==> src/rtl/bbd_pkg.sv <==
// Shared types and constants of the Bayer bilinear demosaic block.
package bbd_pkg;

    localparam int PIX_W       = 8;
    localparam int CFG_IDX_W   = 2;
    localparam int CFG_DATA_W  = 13;
    localparam int QUEUE_DEPTH = 4;
    localparam int QPTR_W      = $clog2(QUEUE_DEPTH);
    localparam int QCNT_W      = $clog2(QUEUE_DEPTH + 1);

    localparam int IMAGE_WIDTH_RESET  = 640;
    localparam int IMAGE_HEIGHT_RESET = 480;

    localparam logic [CFG_IDX_W-1:0] REG_IMAGE_WIDTH  = CFG_IDX_W'(0);
    localparam logic [CFG_IDX_W-1:0] REG_IMAGE_HEIGHT = CFG_IDX_W'(1);

    // One classified item on its way from the front to the back.
    typedef struct packed {
        logic             shift;        // push a new column into the window
        logic             restart;      // clear the window, frame done
        logic             emit;         // item produces a pixel
        logic             after_shift;  // pixel taken from the shifted window
        logic             row_odd;
        logic             col_odd;
        logic             top_edge;     // replicate middle row upward
        logic             bot_edge;     // replicate middle row downward
        logic             left_rep;     // replicate center column leftward
        logic             last;
        logic [PIX_W-1:0] top;
        logic [PIX_W-1:0] mid;
        logic [PIX_W-1:0] bot;
    } q_entry_t;

endpackage

==> src/rtl/bbd_back.sv <==
// Back end: neighborhood window, bilinear interpolation and output register.
module bbd_back import bbd_pkg::*; (
    input  logic                 aclk,
    input  logic                 aresetn,
    input  logic                 cfg_clear,
    input  logic                 q_valid,
    input  q_entry_t             q_rdata,
    output logic                 q_pop,
    output logic                 m_tvalid,
    input  logic                 m_tready,
    output logic [3*PIX_W-1:0]   m_tdata,
    output logic                 m_tlast
);

    logic [PIX_W-1:0] win1_reg [3];
    logic [PIX_W-1:0] win2_reg [3];
    logic [PIX_W-1:0] incoming [3];
    logic [PIX_W-1:0] lft [3];
    logic [PIX_W-1:0] ctr [3];
    logic [PIX_W-1:0] rgt [3];

    logic [PIX_W-1:0] ul, u, ur, l, c, r, dl, d, dr;
    logic [PIX_W+1:0] cross_sum, diag_sum;
    logic [PIX_W:0]   horiz_sum, vert_sum;

    logic             m_valid_reg, m_valid_next;
    logic [PIX_W-1:0] red_reg, green_reg, blue_reg;
    logic [PIX_W-1:0] red_next, green_next, blue_next;
    logic             last_reg;

    assign q_pop = q_valid && (!m_valid_reg || m_tready);

    assign incoming[0] = q_rdata.top;
    assign incoming[1] = q_rdata.mid;
    assign incoming[2] = q_rdata.bot;

    // Pick the 3x3 neighborhood: before the shift, or as it stands after it.
    always_comb begin
        for (int i = 0; i < 3; i++) begin
            if (q_rdata.after_shift) begin
                lft[i] = q_rdata.left_rep ? win2_reg[i] : win1_reg[i];
                ctr[i] = win2_reg[i];
                rgt[i] = incoming[i];
            end else begin
                lft[i] = win1_reg[i];
                ctr[i] = win2_reg[i];
                rgt[i] = win2_reg[i];
            end
        end
    end

    always_comb begin
        l  = lft[1];
        c  = ctr[1];
        r  = rgt[1];
        ul = q_rdata.top_edge ? lft[1] : lft[0];
        u  = q_rdata.top_edge ? ctr[1] : ctr[0];
        ur = q_rdata.top_edge ? rgt[1] : rgt[0];
        dl = q_rdata.bot_edge ? lft[1] : lft[2];
        d  = q_rdata.bot_edge ? ctr[1] : ctr[2];
        dr = q_rdata.bot_edge ? rgt[1] : rgt[2];
    end

    assign cross_sum = (PIX_W+2)'(l) + (PIX_W+2)'(r) + (PIX_W+2)'(u) + (PIX_W+2)'(d);
    assign diag_sum  = (PIX_W+2)'(ul) + (PIX_W+2)'(ur) + (PIX_W+2)'(dl) + (PIX_W+2)'(dr);
    assign horiz_sum = (PIX_W+1)'(l) + (PIX_W+1)'(r);
    assign vert_sum  = (PIX_W+1)'(u) + (PIX_W+1)'(d);

    always_comb begin
        case ({q_rdata.row_odd, q_rdata.col_odd})
            2'b00: begin
                red_next   = c;
                green_next = cross_sum[PIX_W+1:2];
                blue_next  = diag_sum[PIX_W+1:2];
            end
            2'b01: begin
                red_next   = horiz_sum[PIX_W:1];
                green_next = c;
                blue_next  = vert_sum[PIX_W:1];
            end
            2'b10: begin
                red_next   = vert_sum[PIX_W:1];
                green_next = c;
                blue_next  = horiz_sum[PIX_W:1];
            end
            default: begin
                red_next   = diag_sum[PIX_W+1:2];
                green_next = cross_sum[PIX_W+1:2];
                blue_next  = c;
            end
        endcase
    end

    always_comb begin
        m_valid_next = m_valid_reg;
        if (q_pop && q_rdata.emit) begin
            m_valid_next = 1'b1;
        end else if (m_tready) begin
            m_valid_next = 1'b0;
        end
    end

    always_ff @(posedge aclk) begin
        if (!aresetn) begin
            m_valid_reg <= 1'b0;
            for (int i = 0; i < 3; i++) begin
                win1_reg[i] <= '0;
                win2_reg[i] <= '0;
            end
        end else begin
            m_valid_reg <= m_valid_next;
            if (cfg_clear || (q_pop && q_rdata.restart)) begin
                for (int i = 0; i < 3; i++) begin
                    win1_reg[i] <= '0;
                    win2_reg[i] <= '0;
                end
            end else if (q_pop && q_rdata.shift) begin
                for (int i = 0; i < 3; i++) begin
                    win1_reg[i] <= win2_reg[i];
                    win2_reg[i] <= incoming[i];
                end
            end
        end
        if (q_pop && q_rdata.emit) begin
            red_reg   <= red_next;
            green_reg <= green_next;
            blue_reg  <= blue_next;
            last_reg  <= q_rdata.last;
        end
    end

    assign m_tvalid = m_valid_reg;
    assign m_tdata  = {blue_reg, green_reg, red_reg};
    assign m_tlast  = last_reg;

endmodule

==> config.mk <==
export PLATFORM = sky130hd
export DESIGN_NAME = bbd_back
export DESIGN_NICKNAME = d
export VERILOG_FILES = /design/src/rtl/bbd_pkg.sv /design/src/rtl/bbd_back.sv
export SDC_FILE = /design/constraint.sdc
export NUM_CORES = 1
export LEC_CHECK = 0
export ABC_CLOCK_PERIOD_IN_PS = 7750
export BUFFER_PORTS_ARGS = -buffer_cell sky130_fd_sc_hd__buf_2
export CORE_MARGIN = 3
export CORE_UTILIZATION = 35
export CTS_CLUSTER_SIZE = 28
export DETAILED_ROUTE_END_ITERATION = 12
export GPL_TIMING_DRIVEN = 0
export PLACE_DENSITY = 0.5
export SLEW_MARGIN = 20
export SYNTH_ARGS = -nofsm -noshare
export SYNTH_HDL_FRONTEND = slang
export SYNTH_SLANG_ARGS = --single-unit
==> constraint.sdc <==
create_clock -name aclk -period 7.75 [get_ports aclk]
set_input_delay 1.55 -clock aclk [delete_from_list [all_inputs] [get_ports aclk]]
set_output_delay 1.55 -clock aclk [all_outputs]
set_load 0.05 [all_outputs]
== Word level (Yosys, flattened, before mapping) ==
Memory sizes are Yosys's and may differ from the RTL's.
Index checks and enable logic that the tools add are counted.

* Input port bits: 39
* Memory bits (writable): 48
* Flip-flop bits (word level): 26
* Memories: 2
* Logic and storage cells: 79
* Output and inout bits: 27

{| class="wikitable"
|+ Memory list
! name !! depth !! width !! read ports !! clocked after Yosys merged registers in !! write ports !! RTL line !! text
|-
| win1_reg || 3 || 8 || 3 || 0 || 3 || bbd_back.sv:15 || <nowiki>logic [PIX_W-1:0] win1_reg [3];</nowiki>
|-
| win2_reg || 3 || 8 || 3 || 0 || 3 || bbd_back.sv:16 || <nowiki>logic [PIX_W-1:0] win2_reg [3];</nowiki>
|}

* $add $sub $neg: 8
* Reduce and logical (&&, ||, !) cells: 10
* Bitwise logic cells: 12
* Muxes and demuxes: 40
* Equality and inequality tests: 2

{| class="wikitable"
|+ Operators with widths
! operator !! number
|-
| 2-to-1 mux 8 bit || 28
|-
| one-hot mux 8 bit (3 select lines) || 2
|-
| adder 8 x 8 -> 9 bit || 4
|-
| adder 10 x 8 -> 10 bit || 2
|-
| adder 9 x 8 -> 10 bit || 2
|-
| bitwise OR 1 bit || 12
|-
| 2-to-1 mux 1 bit || 10
|-
| logical AND 1 bit || 4
|-
| == test 2 x 1 -> 1 bit, second input constant || 1
|-
| == test 2 bit, second input constant || 1
|-
| zero test 2 bit || 1
|-
| logical OR 1 bit || 2
|-
| nonzero test 2 bit || 1
|-
| OR reduction 2 bit || 1
|-
| zero test 1 bit || 1
|}

== Depth between registers and ports, before layout ==
* Depth after elaboration: 10
* Depth in mapped cells: 17
* Depth with buffers taken out: 15

== Worst setup path before layout ==
Ideal clock, no wire load.

* Kind: input-to-reg
* Start point: in q_rdata[25] in the netlist's numbering
* End point: reg blue_reg[7], data pin
* Required time: 7491 ps
* Slack: 1807 ps
* Data arrival time: 5684 ps
* Path buffers: 2
* Stages: 16
* Library setup time: 259 ps
* Cell sequence: buf_2 -> nand2_1 -> buf_1 -> mux2i_1 -> a21oi_1 -> fa_1 -> fa_1 -> and2_0 -> and2_1 -> fa_1 -> a21o_1 -> a21oi_1 -> o21ai_0 -> o41ai_1 -> o32ai_1 -> a211o_1

* Cells in the longest elaborated chain, start to end: 7
* Elaborated cells on any way between the ends: 13
* Classes of those cells: 4 x add/sub; 9 x mux

{| class="wikitable"
|+ RTL lines
! what !! RTL line !! text
|-
| from (decl) || bbd_back.sv:7 || <nowiki>input q_entry_t q_rdata,</nowiki>
|-
| 2-to-1 mux 8 bit || bbd_back.sv:41 || <nowiki>lft[i] = q_rdata.left_rep ? win2_reg[i] : win1_reg[i];</nowiki>
|-
| 2-to-1 mux 8 bit || bbd_back.sv:40 || <nowiki>if (q_rdata.after_shift) begin</nowiki>
|-
| 2-to-1 mux 8 bit || bbd_back.sv:56 || <nowiki>ul = q_rdata.top_edge ? lft[1] : lft[0];</nowiki>
|-
| adder 8 x 8 -> 9 bit || bbd_back.sv:65 || <nowiki>assign diag_sum = (PIX_W+2)'(ul) + (PIX_W+2)'(ur) + (PIX_W+2)'(dl) + (PIX_W+2)'(dr);</nowiki>
|-
| adder 9 x 8 -> 10 bit || bbd_back.sv:65 ||
|-
| adder 10 x 8 -> 10 bit || bbd_back.sv:65 ||
|-
| one-hot mux 8 bit (3 select lines) (*) || bbd_back.sv:70 || <nowiki>case ({q_rdata.row_odd, q_rdata.col_odd})</nowiki>
|-
| net blue_next[7] || bbd_back.sv:28 || <nowiki>logic [PIX_W-1:0] red_next, green_next, blue_next;</nowiki>
|-
| to (signal assigned) || bbd_back.sv:127 || <nowiki>blue_reg <= blue_next;</nowiki>
|-
| to (decl) || bbd_back.sv:27 || <nowiki>logic [PIX_W-1:0] red_reg, green_reg, blue_reg;</nowiki>
|}

The timed path passes the listed nets; every way through them passes the cells marked *.
A chain may end at the register's enable or synchronous reset.

== Worst setup path in the final report ==
Same ends and word-level chain as after synthesis.

==> results by group <==
Final layout
  – Fin area: 7270 um2
  – Final #Nets: 811
  – Antenna Cells: 0
  – Layout cells sized above 1: 17.2%
  – Final std cells w/o fill: 936
  – Layout area overhead: 14.3%

Detailed routing
  – Vias per cell: 5.34
  – First drt pass iteration count: 5
  – DR vias: 5000
  – # DRC: 0
  – ANT nets after route: 0
  – DRT Wirelength: 18400 um
  – WL/cell: 19.6 um
  – 1st-iter DRT viols: 392

Worst setup path
  – Setup crit start: q_rdata[25]
  – CP Max Fanout: 10
  – Reg-to-Reg Start: win2_reg[0][9]
  – Slowest-stage cell, CP: buf_1
  – Crit-path cells: buf_2 -> nand2_1 -> buf_1 -> mux2i_1 -> a21oi_1 -> fa_1 -> fa_1 -> and2_0 -> and2_1 -> fa_1 -> a21o_1 -> a21oi_1 -> o21ai_0 -> o41ai_1 -> o32ai_1 -> a211o_1
  – Crit end category: register
  – Critical path type: in2reg
  – Worst EP arrival: 7.14 ns
  – Crit path required time: 7.85 ns
  – Crit-path max cell delay: 0.66 ns
  – Cell mode on critical path: fa_1
  – Startpoint Class: primary input

GRT
  – Initial antenna violation count: 0
  – Largest net degree at the start of global routing: 26
  – GRT met2 Usage: 31.6%
  – First-pass GRT wire length: 29000 um
  – Met1 global-route usage: 25.8%
  – Met3 Use GR: 3.97%
  – Vias in the first global route: 5193
  – Global routing's busiest layer: met2
  – Overflow after GRT: 0
  – Gr usage total: 19.0%

Run
  – Max Cap Viol: 0

Floorplanning
  – Die ar.: 19800 um2
  – IO Pins: 66
  – Die Height: 141 um
  – Initial Util: 36.3%
  – Core ar.: 17500 um2
  – Die X-Extent: 141 um
  – FP Rows: 48

Synth
  – Post-synth ARST share: 0%
  – Mapped Area: 6370 um2
  – Yosys Warn Count: 0
  – Mapped Avg Cell Area: 10.1 um2
  – Ys flop type: edfxtp_1
  – Count of flip-flops with a built-in enable after synthesis: 73
  – Register area share after synthesis: 34.7%
  – Synthesized Nets: 735
  – Cells after synthesis: 630
  – Synth cell types: 70
  – Synth top area share: 34.4%
  – Area leader, netlist: edfxtp_1
  – Synthesis-stage register bit count: 74
  – Synth top area cells: edfxtp_1 34%, fa_1 11%, ha_1 6.3%, mux2i_1 5.2%, and2_1 5.1%

Clock tree
  – Clock transition at path regs: 0.06 ns
  – CTS tree: done
  – Clock sinks: 74
  – Clock Path Buffers: 2
  – Post-CTS Hold Buffers: 0
  – # resized after CTS: 0
  – CTS buffer count: 9
  – Worst skew pair latency: 0.35 ns
  – Root Buffer: clkbuf_16
  – Post-CTS setup buffers: 0
  – # H-tree levels: 3

STA
  – Final hold vios: 0
  – RSZ-0062 raised after global routing: false
  – Setup violators final: 0
  – Pins Over Slew Limit: 0
  – Sum Neg Setup Slack: 0 ns
  – Rel. slew slack: 37.2%
  – Clock Skew: 0.0117 ns
  – Period utilization: 90.9%
  – Worst-Margin Slew: 0.940 ns
  – Fin crit period: 7.04 ns
  – Max Clk Rate: 142 MHz

Place
  – Placed Cells: 920
  – Final GP Congestion: 0.854
  – Buffers on Ports: 62
  – Hpwl dp: 14600 um
  – Placed Area: 7000 um2

Run status
  – Outcome: completed

Power
  – P_leak: 3.32 nW
  – Pwr Density: 198 nW/um2
  – Peak supply drop: 0.162 mV
  – Design Power: 1.44 mW

Hold path
  – Hold Path Class: reg2reg
  – HP Start: m_tvalid
-- cells in the mapped netlist (5+ instances only) --
cell type / number
a211oi_1: 10
fa_1: 34
mux2_2: 24
nor3_1: 5
inv_1: 74
and2_1: 52
a221oi_1: 5
a21o_1: 8
xor2_1: 6
ha_1: 32
o21ai_0: 33
nand2_1: 44
a2bb2oi_1: 5
and3_1: 7
a21oi_1: 37
nor2_1: 21
a31oi_1: 5
nand2b_1: 6
clkbuf_1: 24
edfxtp_1: 73
xnor2_1: 14
mux2i_1: 33
-- report_power, final --
| group | switching, mW | internal (mW) | leakage (nW) |
|---|---|---|---|
| logic | 0.345 | 0.198 | 2.39 |
| clock network | 0.187 | 0.220 | 0.130 |
| registers | 0.0145 | 0.473 | 0.799 |
-- placed cells by master (no fill, tap or decap), types with 4 or more instances in the layout --
| cell | synthesis | final |
|---|---|---|
| nand2_1 | 44 | 44 |
| clkbuf_1 | 24 | 25 |
| mux2_2 | 24 | 24 |
| o21a_1 | 4 | 4 |
| a21o_1 | 8 | 8 |
| and3_1 | 7 | 7 |
| ha_1 | 32 | 32 |
| nand2b_1 | 6 | 6 |
| mux2i_1 | 33 | 33 |
| fa_1 | 34 | 34 |
| edfxtp_1 | 73 | 73 |
| nor3_1 | 5 | 5 |
| buf_1 | 4 | 4 |
| xor2_1 | 6 | 6 |
| buf_2 | 4 | 66 |
| a21oi_1 | 37 | 37 |
| clkbuf_16 | 0 | 9 |
| nor2_1 | 21 | 21 |
| a2bb2oi_1 | 5 | 5 |
| and2_1 | 52 | 52 |
| a221oi_1 | 5 | 5 |
| a31oi_1 | 5 | 5 |
| o21ai_0 | 33 | 33 |
| nand3_1 | 4 | 4 |
| a211oi_1 | 10 | 10 |
| xnor2_1 | 14 | 14 |
| inv_1 | 74 | 74 |
-- final cells by class --
| type | count | area (um2) |
|---|---|---|
| multi-input combinational | 449 | 3740 |
| clock inverter | 6 | 50.0 |
| buffer | 33 | 136 |
| timing repair buffer | 65 | 348 |
| sequential | 74 | 2210 |
| fill | 1756 | 10300 |
| inverter | 74 | 278 |
| clock buffer | 10 | 229 |
| tap | 225 | 282 |
-- critical path: cells and delay by family --
family          cells  cell delay [ns]
buf+inv             2             0.85
compound gates      7             1.99
mux                 1             0.66
fa+ha+maj           3             1.40
simple gates        3             0.68
-- per-stage QoR --
step / hold slack (ns) / setup WS, ns / util (%)
after floorplan: 0.560 / 1.81 / -
after global placement: 0.505 / 0.512 / 39.7
after detailed placement: 0.541 / 0.433 / 39.9
after CTS: 0.549 / 0.795 / 41.5
after global routing: 0.575 / 0.573 / 41.5
final: 0.551 / 0.708 / 41.5
-- kinds of logic (layout without fill, tap and decap cells) --
group / Yosys count / in the layout / share of synthesized area [%]
muxes: 59 / 59 / 9.96
and+or+nand+nor: 152 / 152 / 12.5
DFF: 74 / 74 / 34.7
buffers and inverters: 107 / 188 / 6.51
xor gates and xnor gates: 20 / 20 / 2.75
adders and majority gates: 66 / 66 / 17.0
AOI/OAI and AO/OA: 152 / 152 / 16.5
-- path summary, 6_finish.rpt --
| check | to | slack [ns] | depth (start not counted) |
|---|---|---|---|
| worst max-delay path | blue_reg[7] | 0.71 | 16 |
| worst min-delay path | m_tvalid | 0.55 | 2 |
| worst max register to register | blue_reg[7] | 2.65 | 13 |
| worst min register to register | m_tvalid | 0.55 | 2 |
-- layer usage --
layer	vias to the layer above	routed length (um)
met4	0	277
met1	2426	8580
met5	-	0
met2	160	8590
met3	20	942
li1	2394	-
Power figures use the tool's default switching activity.
