<file path="src/rtl/bbd_pkg.sv">
// Shared types and constants of the Bayer bilinear demosaic block.
package bbd_pkg;

    localparam int PIX_W       = 8;
    localparam int CFG_IDX_W   = 2;
    localparam int CFG_DATA_W  = 13;
    localparam int QUEUE_DEPTH = 4;
    localparam int QPTR_W      = $clog2(QUEUE_DEPTH);
    localparam int QCNT_W      = $clog2(QUEUE_DEPTH + 1);

    localparam int IMAGE_WIDTH_RESET  = 640;
    localparam int IMAGE_HEIGHT_RESET = 480;

    localparam logic [CFG_IDX_W-1:0] REG_IMAGE_WIDTH  = CFG_IDX_W'(0);
    localparam logic [CFG_IDX_W-1:0] REG_IMAGE_HEIGHT = CFG_IDX_W'(1);

    // One classified item on its way from the front to the back.
    typedef struct packed {
        logic             shift;        // push a new column into the window
        logic             restart;      // clear the window, frame done
        logic             emit;         // item produces a pixel
        logic             after_shift;  // pixel taken from the shifted window
        logic             row_odd;
        logic             col_odd;
        logic             top_edge;     // replicate middle row upward
        logic             bot_edge;     // replicate middle row downward
        logic             left_rep;     // replicate center column leftward
        logic             last;
        logic [PIX_W-1:0] top;
        logic [PIX_W-1:0] mid;
        logic [PIX_W-1:0] bot;
    } q_entry_t;

endpackage

</file>
<file path="src/rtl/bbd_queue.sv">
// Short FIFO of classified items between front and back.
module bbd_queue import bbd_pkg::*; (
    input  logic              aclk,
    input  logic              aresetn,
    input  logic              push,
    input  q_entry_t          wdata,
    input  logic              pop,
    output logic              rvalid,
    output q_entry_t          rdata,
    output logic [QCNT_W-1:0] count
);

    q_entry_t            slots_reg [QUEUE_DEPTH];
    logic [QPTR_W-1:0]   wptr_reg, wptr_next;
    logic [QPTR_W-1:0]   rptr_reg, rptr_next;
    logic [QCNT_W-1:0]   count_reg, count_next;
    logic                do_pop;

    assign do_pop = pop && (count_reg != '0);
    assign rvalid = (count_reg != '0);
    assign rdata  = slots_reg[rptr_reg];
    assign count  = count_reg;

    always_comb begin
        wptr_next  = push   ? wptr_reg + QPTR_W'(1) : wptr_reg;
        rptr_next  = do_pop ? rptr_reg + QPTR_W'(1) : rptr_reg;
        count_next = count_reg + QCNT_W'(push) - QCNT_W'(do_pop);
    end

    always_ff @(posedge aclk) begin
        if (!aresetn) begin
            wptr_reg  <= '0;
            rptr_reg  <= '0;
            count_reg <= '0;
        end else begin
            wptr_reg  <= wptr_next;
            rptr_reg  <= rptr_next;
            count_reg <= count_next;
        end
        if (push) begin
            slots_reg[wptr_reg] <= wdata;
        end
    end

endmodule

</file>
<file path="config.mk">
export PLATFORM = sky130hd
export DESIGN_NAME = bbd_queue
export DESIGN_NICKNAME = d
export VERILOG_FILES = /design/src/rtl/bbd_pkg.sv /design/src/rtl/bbd_queue.sv
export SDC_FILE = /design/constraint.sdc
export NUM_CORES = 1
export LEC_CHECK = 0
export BUFFER_PORTS_ARGS = -buffer_cell sky130_fd_sc_hd__buf_4
export CAP_MARGIN = 20
export CORE_MARGIN = 1
export CORE_UTILIZATION = 45
export DETAILED_ROUTE_END_ITERATION = 6
export PLACE_DENSITY = 0.72
export SETUP_SLACK_MARGIN = 0.1
export SLEW_MARGIN = 0
export SYNTH_ARGS = -nofsm -noshare
export SYNTH_HDL_FRONTEND = slang
export SYNTH_SLANG_ARGS = --single-unit
</file>
<file path="constraint.sdc">
create_clock -name aclk -period 2.2 [get_ports aclk]
set_clock_uncertainty 0.1 [all_clocks]
set_input_delay 0.44 -clock aclk [delete_from_list [all_inputs] [get_ports aclk]]
set_output_delay 0.44 -clock aclk [all_outputs]
set_load 0.05 [all_outputs]
</file>
# Yosys cells after proc, flatten, opt, wreduce, memory -nomap -nowiden
# Memory sizes are Yosys's and may differ from the RTL's. A register that Yosys moved wholly into a read port is not among the register bits.
# Index checks and enable logic that the tools add are counted.
word_totals:
  reg_bits: 7
  latchBits: 0
  mem_bits_rw: 136
  rom_bits: 0
  input_bits: 38
  output_inout_bits: 38
  elab_cells: 14
  memories: 1
mem_list:
  columns: ["memory", "words", "word_bits", "read_ports", "rd_clocked_by_memory_dff", "wr", "line", "rtl"]
  rows:
  - ["slots_reg", 4, 34, 1, 1, 1, "bbd_queue.sv:13", "q_entry_t slots_reg [QUEUE_DEPTH];"]
classes:
  add_sub_neg: 4
  multipliers: 0
  div_mod_pow: 0
  magnitude_cmp: 0
  n_eq_ne: 0
  shift: 0
  muxes: 4
  bitwise_logic: 0
  reduce_logical: 2
ops:
  columns: ["op", "n"]
  rows:
  - ["$add A2 B1 Y2 const B", 2]
  - ["$mux W2", 2]
  - ["$add A3 B1 Y3", 1]
  - ["$reduce_bool A3 Y1", 1]
  - ["$sub A3 B1 Y3", 1]
  - ["$mux W1", 2]
  - ["$logic_and A1 B1 Y1", 1]

# Longest topological paths before layout
# Gate-level depths: netlist (run 1).
depth:
  ltp_word: 4
  depth_mapped: 7
  depth_no_buf: 7

# Worst setup path after synthesis (run 1)
# Ideal clock, no wire load.
synth_path:
  path_type: "reg2reg"
  startpoint: "reg count_reg[1], in the netlist count[1]"
  endpoint: "reg count_reg[2], in the netlist count[2]"
  setup_ns: 0.115
  arrival_time_ns: 2.058
  required_time_ns: 1.985
  path_slack_ns: -0.073
  path_stages_with_launch: 8
  synth_period_minus_slack_ns: 2.273
  cell_sequence: "dfxtp_1 -> o31a_1 -> ha_1 -> inv_1 -> ha_1 -> fa_1 -> xnor3_1 -> and2_1"
synth_between:
  elab_chain_len: 3
  elab_cells_between_ends: 4
  cone_classes: "add/sub (2); reduce/logical (2)"
synth_lines:
  columns: ["element", "line", "rtl"]
  rows:
  - ["start: declaration", "bbd_queue.sv:16", "logic [QCNT_W-1:0] count_reg, count_next;"]
  - ["start signal: assignment", "bbd_queue.sv:38", "count_reg <= count_next;"]
  - ["$reduce_bool A3 Y1", "bbd_queue.sv:19", "assign do_pop = pop && (count_reg != '0);"]
  - ["$logic_and A1 B1 Y1", "bbd_queue.sv:19", null]
  - ["via do_pop", "bbd_queue.sv:17", "logic do_pop;"]
  - ["$sub A3 B1 Y3", "bbd_queue.sv:27", "count_next = count_reg + QCNT_W'(push) - QCNT_W'(do_pop);"]
# The timed path passes the listed nets, and every way through them passes these cells.
# A chain may end at the register's enable or synchronous reset.

==> results of run 1 <==
==> per-layer routing <==
metal	global-route usage, %	routed length, µm	up-vias
met2	27.4	4880	70
met1	19.2	3690	1290
met5	0	0	-
met3	6.04	437	17
li1	-	-	1134
met4	8.92	191	0
==> where the power goes <==
group / switching (W) / total, W / internal (W)
registers: 0.0000770 / 0.00329 / 0.00321
clock network: 0.00106 / 0.00283 / 0.00177
logic: 0.00143 / 0.00256 / 0.00113
==> synth_stat cells <==
| cell | count | share of area [%] |
|---|---|---|
| and2_1 | 8 | 0.92 |
| buf_12 | 3 | 1.1 |
| buf_2 | 3 | 0.28 |
| buf_6 | 1 | 0.21 |
| clkbuf_1 | 1 | 0.069 |
| dfxtp_1 | 9 | 3.3 |
| edfxtp_1 | 136 | 75 |
| fa_1 | 1 | 0.37 |
| ha_1 | 6 | 1.4 |
| inv_1 | 6 | 0.42 |
| mux2i_1 | 4 | 0.74 |
| mux4_1 | 4 | 1.9 |
| mux4_2 | 30 | 12 |
| nand2_1 | 2 | 0.14 |
| nand2b_1 | 2 | 0.23 |
| nor2b_1 | 1 | 0.12 |
| o311ai_0 | 1 | 0.16 |
| o31a_1 | 1 | 0.16 |
| or3_1 | 1 | 0.12 |
| xnor3_1 | 1 | 0.42 |
| xor2_1 | 1 | 0.16 |
==> per-stage QoR <==
step	cells	total power, W	setup WS (ps)	cell area [µm²]
finish	483	0.00867	-122	7050
floorplan	222	0.00498	112	5440
global route	483	0.00899	-181	7050
CTS	481	0.00872	-152	7010
global placement	444	0.00552	142	6210
detailed placement	444	0.00555	90.5	6210
==> worst paths after layout <==
| kind | slack [ps] | start | cells past startpoint | to |
|---|---|---|---|---|
| hold / removal | 120 | wdata[20] | 1 | slots_reg[2][20] |
| setup reg to reg | 200 | count[2] | 7 | count[2] |
| setup / recovery | -120 | flop | 4 | rdata[4] |
| hold reg to reg | 400 | rptr_reg[0] | 2 | flop |
==> repair_timing <==
item | CTS | global route
buffers inserted | 3 | 1
gates cloned | 2 | 1
hold buffers | 0 | 0
resized for setup | 42 | 3
setup endpoints to repair | 35 | 35
pin swaps | 1 | 3
==> layout make-up <==
cell class | instances | area (µm²)
Tap cell | 143 | 179
Fill cell | 821 | 4510
Timing Repair Buffer | 94 | 936
Inverter | 6 | 22.5
Clock buffer | 17 | 425
Multi-Input combinational cell | 63 | 1040
Sequential cell | 145 | 4280
Clock inverter | 15 | 169
==> cell families (layout without fill, tap and decap cells) <==
family	Yosys count	in the layout	share of synthesized area (%)
AO/OA/AOI/OAI	2	2	0.323
XOR/XNOR	2	2	0.577
adder cells (fa/ha/maj)	7	7	1.75
buffers and inverters	14	132	2.08
flip-flops	145	145	78.6
multiplexers	38	38	15.1
AND/OR/NAND/NOR	14	14	1.52
==> key figures, run 1 <==
STA
  • Tcrit/Tclk final: 106%
  • Worst Tran Pin Value: 466 ps
  • Slew HR: 68.6%
  • Final setup TNS: -2500 ps
  • RSZ-0062 raised after global routing: true
  • Fmax: 431 MHz
  • Final hold slack: 116 ps
  • Tmin final: 2320 ps
  • Final Hold Vio Count: 0
  • Max-slew violations: 0
  • Setup violations, final: 32
  • Fin worst setup slack: -122 ps

Power
  • Leakage: between 2 and 2.5 nW
  • Power per cell area: between 1000 and 1500 nW/µm²
  • Max IR drop VDD: 0.705 mV

Worst setup path
  • Most numerous cell on the critical path: buf_6
  • Critical path's top delay family: multiplexers
  • Arr. time, crit path: 1780 ps
  • Worst path cell trace: buf_6 > clkbuf_16 > mux4_2 > buf_6
  • Max Fanout on Critical Path: 5
  • Setup Crit Path Kind: reg2out
  • Kind of end point of the critical path: output pin
  • CP Launch Type: flop
  • Worst path required time: 1660 ps
  • Slowest stage cell, crit path: mux4_2
  • Slowest cell delay on critical path: 500 ps
  • Critical path buffers and inverters: 3

CTS
  • CTS buffer count: 17
  • Root Buffer: clkbuf_16
  • Clk sinks: 145
  • CTS Buffer Depth: 2
  • Worst-Skew Late Latency: 420 ps
  • CTS H-tree lvls: 4
  • TritonCTS clock tree: built
  • Clock-pin slew of the registers on the worst-case setup and hold paths: 60 ps

Floorplan
  • Initial core utilization: 46.9%
  • Die width: 112 µm
  • # rows: 39
  • Die area: 12,500 µm²
  • I/O pins: 76
  • Die Y: 112 µm
  • Floorplan Core Area: 11,600 µm²

Detailed routing
  • Wire per inst: 19.0 µm
  • DRC Markers: 6
  • Final ANT Viol Nets: 0
  • Number of DRC markers in iteration 0: 153
  • Vias per cell: 5.20
  • Routed wire length: 9190 µm
  • DRT Pass-1 Iters: 7
  • Vias: 2,511

Layout
  • Final Net Count: 372
  • Area Growth Syn to Fin: 30.1%
  • Final core occ: around 61%
  • Antenna Cells: 0
  • Layout cells sized above 1: 50.0%
  • Max FFs per register: 136
  • Most common cell after layout, fill and taps aside: edfxtp_1
  • Commonest non-fill, non-tap cells in the layout: edfxtp_1, buf_4, mux4_2, buf_6, clkbuf_16

Outcome
  • Outcome: finished with violations
  • Violated checks: DRC, setup timing

Global route
  • Vias in the first global route: 2,769
  • Number of antenna violations at the first check in global routing: 0
  • Largest net degree at the start of global routing: 21
  • GRT Overall Usage: between 10% and 20%
  • Gr ovfl total: 0
  • First-pass GRT wire length: 14,600 µm

Placed design
  • RePlAce Congestion: 0.694
  • Hpwl dp: 5490 µm
  • # port buffers: 75

Logic synthesis
  • #FFs+latches synth: 145
  • Mean Syn Cell Area: around 24 µm²
  • Syn. warnings: 0
  • Synth Instances: 222
  • Syn_nets: around 270
  • Post-Syn Area: 5420 µm²
  • Seq/Total Area, Yosys: 78.6%
  • Distinct cells, synth: 21

Min path
  • Worst min-delay path class: in2reg

Flow run
  • Number of max-cap violations: 0
No activity file was read; power rests on OpenSTA's default activity.
==> inputs of run 2 (changes only) <==
Settings changed: CORE_MARGIN 1 to 4.
==> run 2 against run 1 <==
  * The run ends with setup timing left
  * Maximum frequency increased by 1.2%
  * Largest cell class unchanged
  * Register-to-register slack about the same
  * Final cell count decreased by 0.62%
  * Largest power group unchanged
  * Die area increased by 11%
  * Critical endpoint is now rdata[27]
  * Core utilization decreased by 0.21 points
  * Total power decreased by 0.69%
  * Wire length increased by 6.1%
  * Clock power decreased by 4%
  * Worst hold slack improved by 7.7 ps
  * First-iteration DRC count increased by 13%
  * Flip-flop and latch count unchanged
==> key figures, run 2 (synthesis results as in run 1) <==
Outcome
  • Outcome: finished with violations
  • Violated checks: setup timing

CTS
  • CTS buffer count: 17
  • CTS H-tree lvls: 4
  • Hold buffer count at CTS: 0
  • Root Buffer: clkbuf_16
  • Clk sinks: about 150
  • Worst-Skew Late Latency: between 400 and 500 ps
  • Clock-pin slew of the registers on the worst-case setup and hold paths: 60 ps
  • TritonCTS clock tree: built
  • CTS Buffer Depth: 2

Layout
  • Most common cell after layout, fill and taps aside: edfxtp_1
  • Fin area: a little over 7000 µm²
  • Commonest non-fill, non-tap cells in the layout: edfxtp_1, buf_4, mux4_2
  • Antenna Cells: 0
  • Final core occ: just over 60%
  • Fillcell total: a little over 800
  • Final Net Count: 369
  • Area Growth Syn to Fin: 30.1%
  • Layout cells sized above 1: 49.0%
  • Register area: between 4000 and 5000 µm²
  • Max FFs per register: 136
  • Area of the multi-input gates: around 1000 µm²

Worst setup path
  • Setup Crit Path Kind: reg2out
  • Worst path cell trace: buf_12 > buf_12 > mux4_2 > buf_6
  • Kind of end point of the critical path: output pin
  • Slowest stage cell, crit path: mux4_2
  • Arr. time, crit path: 1760 ps
  • R2R depth: 7
  • Slowest cell delay on critical path: 540 ps
  • CP Launch Type: flop
  • Worst path required time: 1660 ps
  • Max Fanout on Critical Path: 9
  • Worst r2r src: count[0]
  • Most numerous cell on the critical path: buf_12

Global route
  • Vias in the first global route: 2,796
  • Largest net degree at the start of global routing: 35
  • GRT Overall Usage: around 15%
  • First-pass GRT wire length: 15,600 µm
  • Gr ovfl total: 0
  • Number of antenna violations at the first check in global routing: 0

Power
  • Leakage: around 2.5 nW
  • Clock network fraction of design power: 31.6%
  • Net Switching: 0.00259 W
  • Sw frac: between 30% and 40%
  • Comb power frac: 30.3%
  • Final Power: 0.00861 W
  • Flop pwr share: 38.1%
  • Power Internal: 0.00602 W
  • Power per cell area: 1220 nW/µm²
  • Max IR drop VDD: around 0.8 mV

Placed design
  • Hpwl dp: roughly 5700 µm
  • # port buffers: 75
  • Post-place instance area: 6210 µm²
  • Dpl ws: about 120 ps
  • RePlAce Congestion: 0.725

STA
  • Final Hold Vio Count: 0
  • Setup violations, final: 34
  • Final hold slack: ~120 ps
  • Tcrit/Tclk final: 104%
  • Slew HR: 72.9%
  • Fmax: 436 MHz
  • RSZ-0062 raised after global routing: true
  • Max-slew violations: 0
  • Fin worst setup slack: -95.1 ps
  • Tmin final: 2300 ps
  • Worst Tran Pin Value: 401 ps

Detailed routing
  • DRT Pass-1 Iters: 4
  • Routed wire length: 9760 µm
  • WL met1: 3900 µm
  • Final ANT Viol Nets: 0
  • Number of DRC markers in iteration 0: 173
  • DRC Markers: 0
  • Uppermost layer routed: met4
  • Vias: 2,528
  • Vias per cell: 5.27
  • Metal2 WL: 5270 µm
  • Metal3 WL: 396 µm
  • Wire per inst: 20.3 µm

Floorplan
  • # rows: 39
  • Die area: 13,900 µm²
  • Initial core utilization: 46.7%
  • Floorplan Core Area: 11,600 µm²
  • Die width: 118 µm
  • I/O pins: 76
  • Die Y: 118 µm

Min path
  • WHS Path Cells: 1
  • Hold wc startpoint: wdata[20]
  • Worst min-delay path class: in2reg

Flow run
  • Number of max-cap violations: 0
==> run 2: changes by cell type in the layout (fill, tap and decap cells not counted), moves of 2 or more <==
| cell | before | now |
|---|---|---|
| buf_8 | 1 | 3 |
| buf_4 | 53 | 46 |
| inv_6 | 0 | 2 |
| clkinvlp_4 | 5 | 3 |
| buf_12 | 3 | 7 |
| buf_6 | 34 | 32 |
==> run 2: worst max-delay path: cells and delay by family, from the launching register on <==
| family | cells | cell delay (ps) |
|---|---|---|
| mux | 1 | 540 |
| buf+inv | 3 | 420 |
| flops | 1 | 380 |
==> run 2: final timing paths <==
path | to | slack [ps]
setup / recovery | rdata[27] | -100
hold / removal | slots_reg[0][20] | 120
hold reg to reg | flop | 370
setup reg to reg | count[2] | 190
==> run 2: per-stage QoR <==
step | cells | TNS [ps]
after global placement | 441 | 0
final | 480 | -2250
after CTS | 479 | -3810
after detailed placement | 441 | 0
after floorplan | 222 | 0
after global routing | 480 | -4610
==> run 2: layer usage <==
layer / GRT usage [%] / vias up
li1: - / 1129
met1: 18.5 / 1314
met2: 25.4 / 69
met3: 4.90 / 16
met4: 7.25 / 0
met5: 0 / -
==> run 2: area by class of cell <==
class	instances	share of cell area (%)
repair buffers	91	13.8
clock inverters	15	2.00
multi-input cells	63	14.7
clock buffers	17	6.03
well taps	143	2.53
inverters	6	0.319
flip-flops and latches	145	60.6
==> run 2: repair_timing <==
action | in CTS | in global routing
setup endpoints to repair | 34 | 35
gates resized for setup | 49 | 0
pin swaps | 0 | 1
setup buffers | 4 | 1
gates cloned | 3 | 0
endpoints found under the hold margin | 0 | 0
==> run 2: power by group through the flow <==
stage | combinational [W] | sequential [W] | clock [W]
6_report | 0.00261 | 0.00328 | 0.00272
5_1_grt | 0.00275 | 0.00330 | 0.00292
4_1_cts | 0.00264 | 0.00329 | 0.00279
3_5_place_dp | 0.00221 | 0.00333 | 0
3_3_place_gp | 0.00220 | 0.00332 | 0
2_1_floorplan | 0.00159 | 0.00338 | 0
